`src/rtl/rtbe_pkg.sv`:
```
`timescale 1ns / 1ps

package rtbe_pkg;

  // Field and datapath widths
  localparam int unsigned BudgetW = 10;
  localparam int unsigned OscW    = 16;
  localparam int unsigned CodeW   = 16;
  localparam int unsigned DataW   = 32;
  localparam int unsigned ExpW    = 5;
  localparam int unsigned CntW    = 6;

  // Parameter limits and conversion constants
  localparam logic [BudgetW-1:0] BUDGET_MIN_MS    = 10'd10;
  localparam logic [BudgetW-1:0] BUDGET_MAX_MS    = 10'd200;
  localparam logic [DataW-1:0]   MS_TO_US         = 32'd1000;
  localparam logic [DataW-1:0]   BUDGET_OFFSET_US = 32'd2500;
  localparam logic [11:0]        MACRO_MULT       = 12'd2304;
  localparam logic [DataW-1:0]   OSC_NUMERATOR    = 32'h4000_0000;
  localparam logic [DataW-1:0]   HIGH_MASK        = 32'hFFFF_FF00;
  localparam logic [DataW-1:0]   SCALE_A          = 32'd16;
  localparam logic [DataW-1:0]   SCALE_B          = 32'd12;

  // Divider operand select codes
  localparam logic [1:0] SEL_OSC = 2'd0;
  localparam logic [1:0] SEL_A   = 2'd1;
  localparam logic [1:0] SEL_B   = 2'd2;

  typedef struct packed {
    logic [BudgetW-1:0] budget_ms;
    logic [OscW-1:0]    osc_freq;
  } item_t;

  typedef struct packed {
    logic [CodeW-1:0] code_a;
    logic [CodeW-1:0] code_b;
    logic             invalid;
  } result_t;

  // Controller to datapath commands
  typedef struct packed {
    logic       load;
    logic       div_start;
    logic [1:0] sel;
    logic       take_mp;
    logic       take_divs;
    logic       take_val;
    logic       norm_step;
    logic       store_a;
    logic       store_b;
    logic       emit;
    logic       emit_bad;
  } cmd_t;

  // Datapath to controller status
  typedef struct packed {
    logic in_bad;
    logic div_zero;
    logic div_done;
    logic fits;
  } status_t;

endpackage

```
`src/rtl/rtbe_div.sv`:
```
`timescale 1ns / 1ps

// Restoring divider, one quotient bit per cycle
module rtbe_div
  import rtbe_pkg::*;
(
  input  logic             clk,
  input  logic             rst,
  input  logic             start,
  input  logic [DataW-1:0] dividend,
  input  logic [DataW-1:0] divisor,
  output logic             done,
  output logic [DataW-1:0] quotient
);

  logic [DataW:0]   rem;
  logic [DataW-1:0] quo;
  logic [DataW-1:0] dsr;
  logic [CntW-1:0]  cnt;
  logic             running;
  logic [DataW:0]   shifted;
  logic             fits_dsr;

  // Bring down the next dividend bit and trial-subtract
  always_comb begin
    shifted  = {rem[DataW-1:0], quo[DataW-1]};
    fits_dsr = shifted >= {1'b0, dsr};
  end

  // Control: step counter and done pulse
  always_ff @(posedge clk) begin
    if (rst) begin
      running <= 1'b0;
      cnt     <= '0;
      done    <= 1'b0;
    end else begin
      done <= 1'b0;
      if (start) begin
        running <= 1'b1;
        cnt     <= CntW'(DataW);
      end else if (running) begin
        cnt <= cnt - 1'b1;
        if (cnt == CntW'(1)) begin
          running <= 1'b0;
          done    <= 1'b1;
        end
      end
    end
  end

  // Data: partial remainder and quotient shift register
  always_ff @(posedge clk) begin
    if (start) begin
      rem <= '0;
      quo <= dividend;
      dsr <= divisor;
    end else if (running) begin
      rem <= fits_dsr ? (shifted - {1'b0, dsr}) : shifted;
      quo <= {quo[DataW-2:0], fits_dsr};
    end
  end

  assign quotient = quo;

endmodule

```
`src/rtl/rtbe_datapath.sv`:
```
`timescale 1ns / 1ps

module rtbe_datapath
  import rtbe_pkg::*;
(
  input  logic    clk,
  input  logic    rst,
  input  item_t   item,
  input  cmd_t    cmd,
  output status_t status,
  output result_t result
);

  item_t            item_q;
  logic [DataW-1:0] budget;
  logic [DataW-1:0] mp;
  logic [DataW-1:0] div_a;
  logic [DataW-1:0] div_b;
  logic [DataW-1:0] val;
  logic [ExpW-1:0]  expo;
  logic [CodeW-1:0] code_a;
  logic [CodeW-1:0] code_b;

  logic [DataW-1:0] dividend;
  logic [DataW-1:0] divisor;
  logic             div_done;
  logic [DataW-1:0] quotient;
  logic [43:0]      mp_prod;
  logic [DataW-1:0] scaled_a;
  logic [DataW-1:0] scaled_b;
  logic [CodeW-1:0] code_now;

  // Select divider operands
  always_comb begin
    case (cmd.sel)
      SEL_OSC: begin
        dividend = OSC_NUMERATOR;
        divisor  = {{(DataW-OscW){1'b0}}, item_q.osc_freq};
      end
      SEL_A: begin
        dividend = budget + (div_a >> 1);
        divisor  = div_a;
      end
      SEL_B: begin
        dividend = budget + (div_b >> 1);
        divisor  = div_b;
      end
      default: begin
        dividend = OSC_NUMERATOR;
        divisor  = {{(DataW-OscW){1'b0}}, item_q.osc_freq};
      end
    endcase
  end

  rtbe_div u_div (
    .clk      (clk),
    .rst      (rst),
    .start    (cmd.div_start),
    .dividend (dividend),
    .divisor  (divisor),
    .done     (div_done),
    .quotient (quotient)
  );

  // Macro period product at 44 bits; scaled divisors kept to 32 bits
  always_comb begin
    mp_prod  = {12'b0, quotient} * {{(44-12){1'b0}}, MACRO_MULT};
    scaled_a = mp * SCALE_A;
    scaled_b = mp * SCALE_B;
    code_now = {8'(expo), val[7:0]};
  end

  // Hold the working registers
  always_ff @(posedge clk) begin
    if (cmd.load) begin
      item_q <= item;
      budget <= (DataW'(item.budget_ms) * MS_TO_US - BUDGET_OFFSET_US) << 12;
    end
    if (cmd.take_mp) begin
      mp <= mp_prod[DataW+5:6];
    end
    if (cmd.take_divs) begin
      div_a <= scaled_a >> 6;
      div_b <= scaled_b >> 6;
    end
    // Drop one from the quotient, then normalize one bit per cycle
    if (cmd.take_val) begin
      val  <= quotient - 1'b1;
      expo <= '0;
    end else if (cmd.norm_step) begin
      val  <= val >> 1;
      expo <= expo + 1'b1;
    end
    if (cmd.store_a) begin
      code_a <= code_now;
    end
    if (cmd.store_b) begin
      code_b <= code_now;
    end
    if (cmd.emit) begin
      result.invalid <= cmd.emit_bad;
      result.code_a  <= cmd.emit_bad ? '0 : code_a;
      result.code_b  <= cmd.emit_bad ? '0 : code_b;
    end
  end

  // Report status to the controller
  always_comb begin
    status.in_bad   = (item_q.osc_freq == '0) ||
                      (item_q.budget_ms < BUDGET_MIN_MS) ||
                      (item_q.budget_ms > BUDGET_MAX_MS);
    status.div_zero = (div_a == '0) || (div_b == '0);
    status.div_done = div_done;
    status.fits     = (val & HIGH_MASK) == '0;
  end

endmodule

```
`src/rtl/rtbe_ctrl.sv`:
```
`timescale 1ns / 1ps

module rtbe_ctrl
  import rtbe_pkg::*;
(
  input  logic    clk,
  input  logic    rst,
  input  logic    start,
  input  status_t status,
  output cmd_t    cmd,
  output logic    busy,
  output logic    done
);

  localparam logic [3:0] S_IDLE  = 4'd0;
  localparam logic [3:0] S_CHECK = 4'd1;
  localparam logic [3:0] S_DIV0  = 4'd2;
  localparam logic [3:0] S_SCALE = 4'd3;
  localparam logic [3:0] S_ZCHK  = 4'd4;
  localparam logic [3:0] S_DIVA  = 4'd5;
  localparam logic [3:0] S_NORMA = 4'd6;
  localparam logic [3:0] S_DIVB  = 4'd7;
  localparam logic [3:0] S_NORMB = 4'd8;
  localparam logic [3:0] S_DONE  = 4'd9;

  logic [3:0] state;
  logic [3:0] state_next;
  logic       bad;
  logic       bad_next;

  // Sequence the divisions and normalizations
  always_comb begin
    state_next = state;
    bad_next   = bad;
    cmd        = '0;
    cmd.sel    = SEL_OSC;
    case (state)
      S_IDLE: begin
        if (start) begin
          cmd.load   = 1'b1;
          bad_next   = 1'b0;
          state_next = S_CHECK;
        end
      end
      S_CHECK: begin
        if (status.in_bad) begin
          bad_next   = 1'b1;
          state_next = S_DONE;
        end else begin
          cmd.div_start = 1'b1;
          cmd.sel       = SEL_OSC;
          state_next    = S_DIV0;
        end
      end
      S_DIV0: begin
        if (status.div_done) begin
          cmd.take_mp = 1'b1;
          state_next  = S_SCALE;
        end
      end
      S_SCALE: begin
        cmd.take_divs = 1'b1;
        state_next    = S_ZCHK;
      end
      S_ZCHK: begin
        if (status.div_zero) begin
          bad_next   = 1'b1;
          state_next = S_DONE;
        end else begin
          cmd.div_start = 1'b1;
          cmd.sel       = SEL_A;
          state_next    = S_DIVA;
        end
      end
      S_DIVA: begin
        cmd.sel = SEL_A;
        if (status.div_done) begin
          cmd.take_val = 1'b1;
          state_next   = S_NORMA;
        end
      end
      S_NORMA: begin
        if (status.fits) begin
          cmd.store_a   = 1'b1;
          cmd.div_start = 1'b1;
          cmd.sel       = SEL_B;
          state_next    = S_DIVB;
        end else begin
          cmd.norm_step = 1'b1;
        end
      end
      S_DIVB: begin
        cmd.sel = SEL_B;
        if (status.div_done) begin
          cmd.take_val = 1'b1;
          state_next   = S_NORMB;
        end
      end
      S_NORMB: begin
        if (status.fits) begin
          cmd.store_b = 1'b1;
          state_next  = S_DONE;
        end else begin
          cmd.norm_step = 1'b1;
        end
      end
      S_DONE: begin
        cmd.emit     = 1'b1;
        cmd.emit_bad = bad;
        state_next   = S_IDLE;
      end
      default: begin
        state_next = S_IDLE;
      end
    endcase
  end

  always_ff @(posedge clk) begin
    if (rst) begin
      state <= S_IDLE;
      bad   <= 1'b0;
      done  <= 1'b0;
    end else begin
      state <= state_next;
      bad   <= bad_next;
      done  <= cmd.emit;
    end
  end

  assign busy = state != S_IDLE;

endmodule

```
`src/rtl/range_timing_budget_encoder.sv`:
```
`timescale 1ns / 1ps

// Timing budget encoder for a time-of-flight range sensor.
// Command channel: drive item (budget_ms, osc_freq) and raise start; the beat
// is taken at a rising edge with start high and busy low. busy stays high
// until the result is presented.
// Result channel: done is high for exactly one cycle with result (code_a,
// code_b, invalid) valid in that cycle. The receiver cannot stall; the
// result register holds its value until the next beat overwrites it.
// A rejected item (zero frequency or budget outside 10..200) goes from the
// check straight to the result; a zero divisor is caught after the first division.
// A valid item makes three 32-step passes through the single restoring
// divider (frequency reciprocal, then one per code), each followed on the
// code paths by up to 24 one-bit normalize shifts.
// One item is in flight at a time; busy drops in the cycle that carries the
// result, so the next beat can be taken at the edge that takes the result.
// Reset (rst, synchronous) returns the controller to idle and clears done;
// nothing is pending afterwards.
module range_timing_budget_encoder
  import rtbe_pkg::*;
(
  input  logic    clk,
  input  logic    rst,
  input  logic    start,
  input  item_t   item,
  output logic    busy,
  output logic    done,
  output result_t result
);

  cmd_t    cmd;
  status_t status;

  rtbe_ctrl u_ctrl (
    .clk    (clk),
    .rst    (rst),
    .start  (start),
    .status (status),
    .cmd    (cmd),
    .busy   (busy),
    .done   (done)
  );

  rtbe_datapath u_dp (
    .clk    (clk),
    .rst    (rst),
    .item   (item),
    .cmd    (cmd),
    .status (status),
    .result (result)
  );

endmodule

```
`config.mk`:
```
export PLATFORM = sky130hd
export DESIGN_NAME = range_timing_budget_encoder
export DESIGN_NICKNAME = d
export VERILOG_FILES = /design/src/rtl/rtbe_pkg.sv /design/src/rtl/rtbe_div.sv /design/src/rtl/rtbe_datapath.sv /design/src/rtl/rtbe_ctrl.sv /design/src/rtl/range_timing_budget_encoder.sv
export SDC_FILE = /design/constraint.sdc
export NUM_CORES = 1
export LEC_CHECK = 0
export BUFFER_PORTS_ARGS = -buffer_cell sky130_fd_sc_hd__buf_2
export CORE_MARGIN = 1.5
export CORE_UTILIZATION = 57
export CTS_CLUSTER_DIAMETER = 40
export DETAILED_ROUTE_END_ITERATION = 8
export MAX_ROUTING_LAYER = met4
export PLACE_DENSITY = 0.84
export SYNTH_ARGS = -nofsm -noshare
export SYNTH_HDL_FRONTEND = slang
export SYNTH_SLANG_ARGS = --single-unit
```
`constraint.sdc`:
```
create_clock -name clk -period 6.4 [get_ports clk]
set_clock_uncertainty 0.1 [all_clocks]
set_input_delay 1.28 -clock clk [delete_from_list [all_inputs] [get_ports clk]]
set_output_delay 1.28 -clock clk [all_outputs]
set_load 0.02 [all_outputs]
```
# == Word-level counts from Yosys, hierarchy flattened ==
# Index checks and enable logic that the tools add are counted.
# word_totals
ff_bits,328
inputBits,29
output_inout_bits,35
# classes
addsub,7
mul,3
order_cmp,3
n_eq_ne,20
muxes,43
bitwise,1
reduce_logical,18
# op_table
cell,count
$mux W32,5
$logic_not A32 Y1,3
$add A32 B25 Y32,2
$pmux W32 S2,1
$pmux W26 S2,1
$pmux W4 S9,1
$ge A33 B32 Y1,1
$mul A32 B4 Y30 const B,1
$mux W4,8
$sub A32 B1 Y32 const B,1
$sub A32 B32 Y32,1
$mul A30 B2 Y28 const B,1
$sub A20 B12 Y20 const B,1
$mux W1,18
$mul A10 B7 Y17 const B,1
$eq A4 B3 Y1 const B,4
$logic_not A16 Y1,1
$mux W6,2
$gt A10 B8 Y1 const B,1
$lt A10 B4 Y1 const B,1
$ne A2 B2 Y1 const B,5
$pmux W2 S5,1
$mux W3,3
$eq A4 B2 Y1 const B,2
20 further kinds,29

# == Depth between registers and ports, before layout ==
# logic_depth
ltp_word,8
ltp_mapped,22
mapped_depth_nobuf,20

# == Hierarchy ==
# Synthesis repeated with hierarchy kept, for this count alone.
# unflattened
cells_unflattened,1937
hier_area_um2,20400.8
# modules_own_cells
module,instances,cells_per_inst,area_per_inst_um2
rtbe_datapath,1,1256,13731.9
rtbe_div,1,605,6092.1
rtbe_ctrl,1,76,576.8

# == Worst setup path after synthesis ==
# OpenSTA, ideal clock, no wires.
# synth_timing
path_kind,reg-to-reg
start,register u_ctrl.state[0]
end,"register u_dp.div_a[0], enable pin"
setup_time_ps,592
t_arrival_ps,6029
required_ps,5708
path_slack_ps,-321
stages_incl_launch_ff,5
period_less_slack_ps,6721
cell_sequence,dfxtp_1 -> clkbuf_1 -> clkbuf_1 -> clkbuf_1 -> nor4bb_1
# synth_via
elab_chain_cells,2
# synth_rtl
element,line,source
from (decl),rtbe_ctrl.sv:26,logic [3:0] state;
from (signal assigned),rtbe_ctrl.sv:124,state <= state_next;
$eq A4 B2 Y1,rtbe_ctrl.sv:37,case (state)
$mux W1,rtbe_ctrl.sv:37,
to (signal assigned),rtbe_datapath.sv:83,div_a <= scaled_a >> 6;
to (decl),rtbe_datapath.sv:17,logic [DataW-1:0] div_a;
# No other way between the ends.
# A chain may end at the register's enable or synchronous reset.

# == Worst setup path after layout ==
# layout_timing
start,input port item[17] (netlist name)
end,register u_dp.budget[31] (data pin)
# layout_via
elab_chain_cells,2
# layout_rtl
element,line,source
from (decl),range_timing_budget_encoder.sv:25,"input item_t item,"
$mul A10 B7 Y17,rtbe_datapath.sv:77,budget <= (DataW'(item.budget_ms) * MS_TO_US - BUDGET_OFFSET_US) << 12;
$sub A20 B12 Y20,rtbe_datapath.sv:77,
to (signal assigned),rtbe_datapath.sv:77,
to (decl),rtbe_datapath.sv:15,logic [DataW-1:0] budget;
# No other way between the ends.

==> summary.md <==
| Metric | Value |
|---|---|
| TNS Setup | 0 ns |
| Synth Area in Compound Gates | 15.34% |
| Drt first pass iters | 5 |
| Routed Antenna Nets | 0 |
| Top FF cell, synth | edfxtp_1 |
| Most Frequent Cell on Critical Path | fa_1 |
| GPL Wtd Cong | 0.9307 |
| CORE AREA | 33620 sq um |
| Outcome | completed |
| Root buf cell | clkbuf_16 |
| Hold Startpoint | u_dp.val[0] |
| Flops & latches, synth | 317 |
| Met2 Track Usage GR | 41.17% |
| Global Route met3 Usage | 4.642% |
| Final worst path period share | 90.26% |
| Io pins | 64 |
| Most common cell after layout, fill and taps aside | edfxtp_1 |
| Cells after Synth | 1855 |
| Register area | 9010 sq um |
| Vias | 14457 |
| Area of the multi-input gates | 9747 sq um |
| Tightest Hold Check Type | reg -> reg |
| Clk sink count | 317 |
| Post-cts resize count | 0 |
| Share of post-route cells with drive strength above 1 | 9.551% |
| Worst VDD drop | 294.9 uV |
| Gr busiest metal | met2 |
| Die Span Y | 187.9 um |
| CP startpoint kind | input pin |
| CP max FO | 6 |
| R2r setup slk | 0.70 ns |
| Largest family of logic cells by synthesized area | compound AO/OA/AOI/OAI gates |
| Area after DPL | 20240 sq um |
| FFs w/ async S/R, synth | 0% |
| WL/cell | 18.20 um |
| Worst slew pin tran | 1.212 ns |
| # fillers | 2488 |
| R2R cell count | 21 |
| Maxcap violations | 0 |
| Critical Path Max Stage Delay | 0.58 ns |
| CP delay by family, top | adder cells |
| Critical path cell sequence | buf_2 -> inv_1 -> fa_1 -> fa_1 -> fa_1 -> fa_1 -> inv_1 -> ha_1 -> a2111oi_2 -> o21ai_1 -> nor2b_1 -> o221ai_1 -> o2111ai_1 -> nor3_1 -> nand3b_1 -> xnor2_1 -> xnor2_1 |
| N_diodes | 0 |
| Input/output buffers | 57 |
| Slew Limit Fails | 0 |
| Post-Layout Inst Area | 21870 sq um |
| Fin util | 65.07% |
| Non-filler cells, final | 2406 |
| Synth Area in Simple Gates | 13.67% |
| Initial core utilization | 57.95% |
| Clk_lat worst skew | 0.59 ns |
| Sequential area share after synthesis | 46.24% |
| Type of the worst setup path | in -> reg |
| CTS tree | built |
| PwrDens | 451.2 nW/um^2 |
| CTS Buf Count | 49 |
| Fin nets | 2137 |
| RSZ-0062 raised after global routing | false |
| Pin count of the biggest net entering global routing | 73 |
| Gr ovfl total | 0 |
| Slew margin rel. | 19.19% |
| Hold Vio Cnt, Final | 0 |
| Die ar. | 35300 sq um |
| Drt total wl | 43.79 mm |
| CP required | 6.63 ns |
| Initial antenna violation count | 0 |
| Hold depth | 0 |
| DP HPWL | 31.29 mm |
| Worst Hold Endpoint | u_dp.code_b[0] |
| Via/cell ratio | 6.009 |
| Min Tclk post-route | 5.777 ns |
| Synth Area in Adders | 13.51% |
| CP max stage cell | fa_1 |
| R2r endpoint | u_dp.u_div.quotient[30] |
| Mux contribution to synthesized area | 1.105% |
| Placement Setup Slack | 0.005978 ns |
| Buffers inserted by post-CTS timing repair | 0 |
| Setup ws final | 0.6233 ns |
| Final number of setup-violating endpoints | 0 |
| Vias in the first global route | 14092 |
| Mapped cell area | 19480 sq um |
| Number of flops mapped to enable cells by yosys | 266 |
| CTS max path bufs | 3 |
| Syn. warnings | 0 |
| Die boundary width | 187.9 um |
| First-pass GRT wire length | 70.73 mm |
| Most frequent cells in the layout | edfxtp_1, nand2_1, ha_1, inv_1, nor2_1 |
| Met1 Usage GRT | 32.04% |
| Distinct cells, synth | 79 |
| Placed cells | 2315 |
| FP Rows | 67 |
| DR iter-0 viols | 1045 |
| H-tree lvl count | 2 |
| DRC Markers | 0 |
| Total GRT Usage | 25.80% |
| Hold-fix buffers, CTS | 0 |
| R2r startpoint | u_dp.val[9] |
| Synth Area in XOR/XNOR | 6.069% |
| Syn avg cell area | 10.50 sq um |
| Fmax | 0.1731 GHz |
| Crit path buf inv count | 3 |
| Area Overhead vs Synth | 12.29% |
| Critical Path End Type | register |
| Leak pwr | 8.783 nW |
| Reg clk slew, reported paths | 0.06 ns |
| Data arrival, critical path | 6.01 ns |
==> through the flow <==
| step | hold slack [ns] | power, mW |
|---|---|---|
| 2_1_floorplan | 0.3215 | 6.290 |
| 3_3_place_gp | 0.3274 | 7.003 |
| 3_5_place_dp | 0.3346 | 7.179 |
| 4_1_cts | 0.3477 | 9.862 |
| 5_1_grt | 0.3706 | 10.50 |
| 6_report | 0.3590 | 9.869 |
==> how the worst max path moves through the flow <==
stage,start,to,slack [ns],cells after the start
final,item[17],u_dp.budget[31],0.62,17
after global routing,u_dp.val[8],u_dp.u_div.quotient[30],0.21,21
after CTS,item[17],u_dp.budget[31],0.64,17
after detailed placement,item[17],u_dp.budget[31],0.006,17
after global placement,item[17],u_dp.budget[31],0.22,17
after floorplan,item[19],u_dp.budget[31],0.51,16
==> layer usage <==
metal / wire, um / up-vias
li1: - / 6905
met1: 18150 / 6893
met2: 20650 / 532
met3: 3158 / 127
met4: 1825 / 0
met5: 0 / -
==> report_power, final <==
| part | switching (mW) | internal, mW |
|---|---|---|
| clock network | 1.03 | 1.61 |
| logic | 2.28 | 1.68 |
| registers | 0.389 | 2.88 |
| total | 3.70 | 6.17 |
==> synth_stat cells (4+ instances only) <==
cell       count  share of area, %
o21bai_1       7              0.27
mux2i_1       17              0.87
or2_2          8              0.26
or3_1         12              0.39
a21boi_0       5              0.19
o2111ai_1      5              0.22
clkbuf_1      50              0.96
buf_2          6              0.15
a211oi_1      14              0.54
a21oi_1       90               2.3
o21ai_0      103               2.6
and3_1        16              0.51
nand3_1       22              0.57
nor2_1       115               2.2
a31oi_1       18              0.58
inv_1        135               2.6
nor4_1        36               1.2
o21ai_1       15              0.39
o31ai_1       27               1.0
a22oi_1       18              0.69
nand4_1       11              0.35
o211ai_1      13              0.50
nand2b_1      28              0.90
edfxtp_1     266                41
dfxtp_1       51               5.2
ha_1         156                10
nor2b_1       18              0.58
a211o_1        4              0.18
or4_1          6              0.23
buf_1          5             0.096
o31a_1         7              0.31
a311oi_1      11              0.49
a21o_1        42               1.6
xor2_1        45               2.0
fa_1          34               3.5
xnor2_1       90               4.0
and4_1         6              0.27
nand2_1      176               3.4
buf_4          6              0.23
o21a_1        28               1.1
and2_1        39               1.3
nor3_1        29              0.75
==> flip-flops by register name, summed over array words and instances, names as in the netlist, 27 cells and up <==
register	count
u_dp.result	27
u_dp.u_div.rem	32
u_dp.mp	28
u_dp.val	32
u_dp.u_div.quotient	32
==> cells by family after synthesis <==
family,after synthesis
mux,21
fa+ha+maj,190
xor+xnor,135
compound gates,450
buf+inv,202
other cells,1
flops,317
simple gates,539
==> layout make-up <==
type,count,area share (%)
multi-input cells,1341,44.56
flip-flops and latches,317,41.19
clock buffers,54,5.737
well taps,448,2.562
inverters,135,2.317
repair buffers,74,1.888
clock inverters,37,1.750
Note: power is estimated with default switching activity, not from simulation.
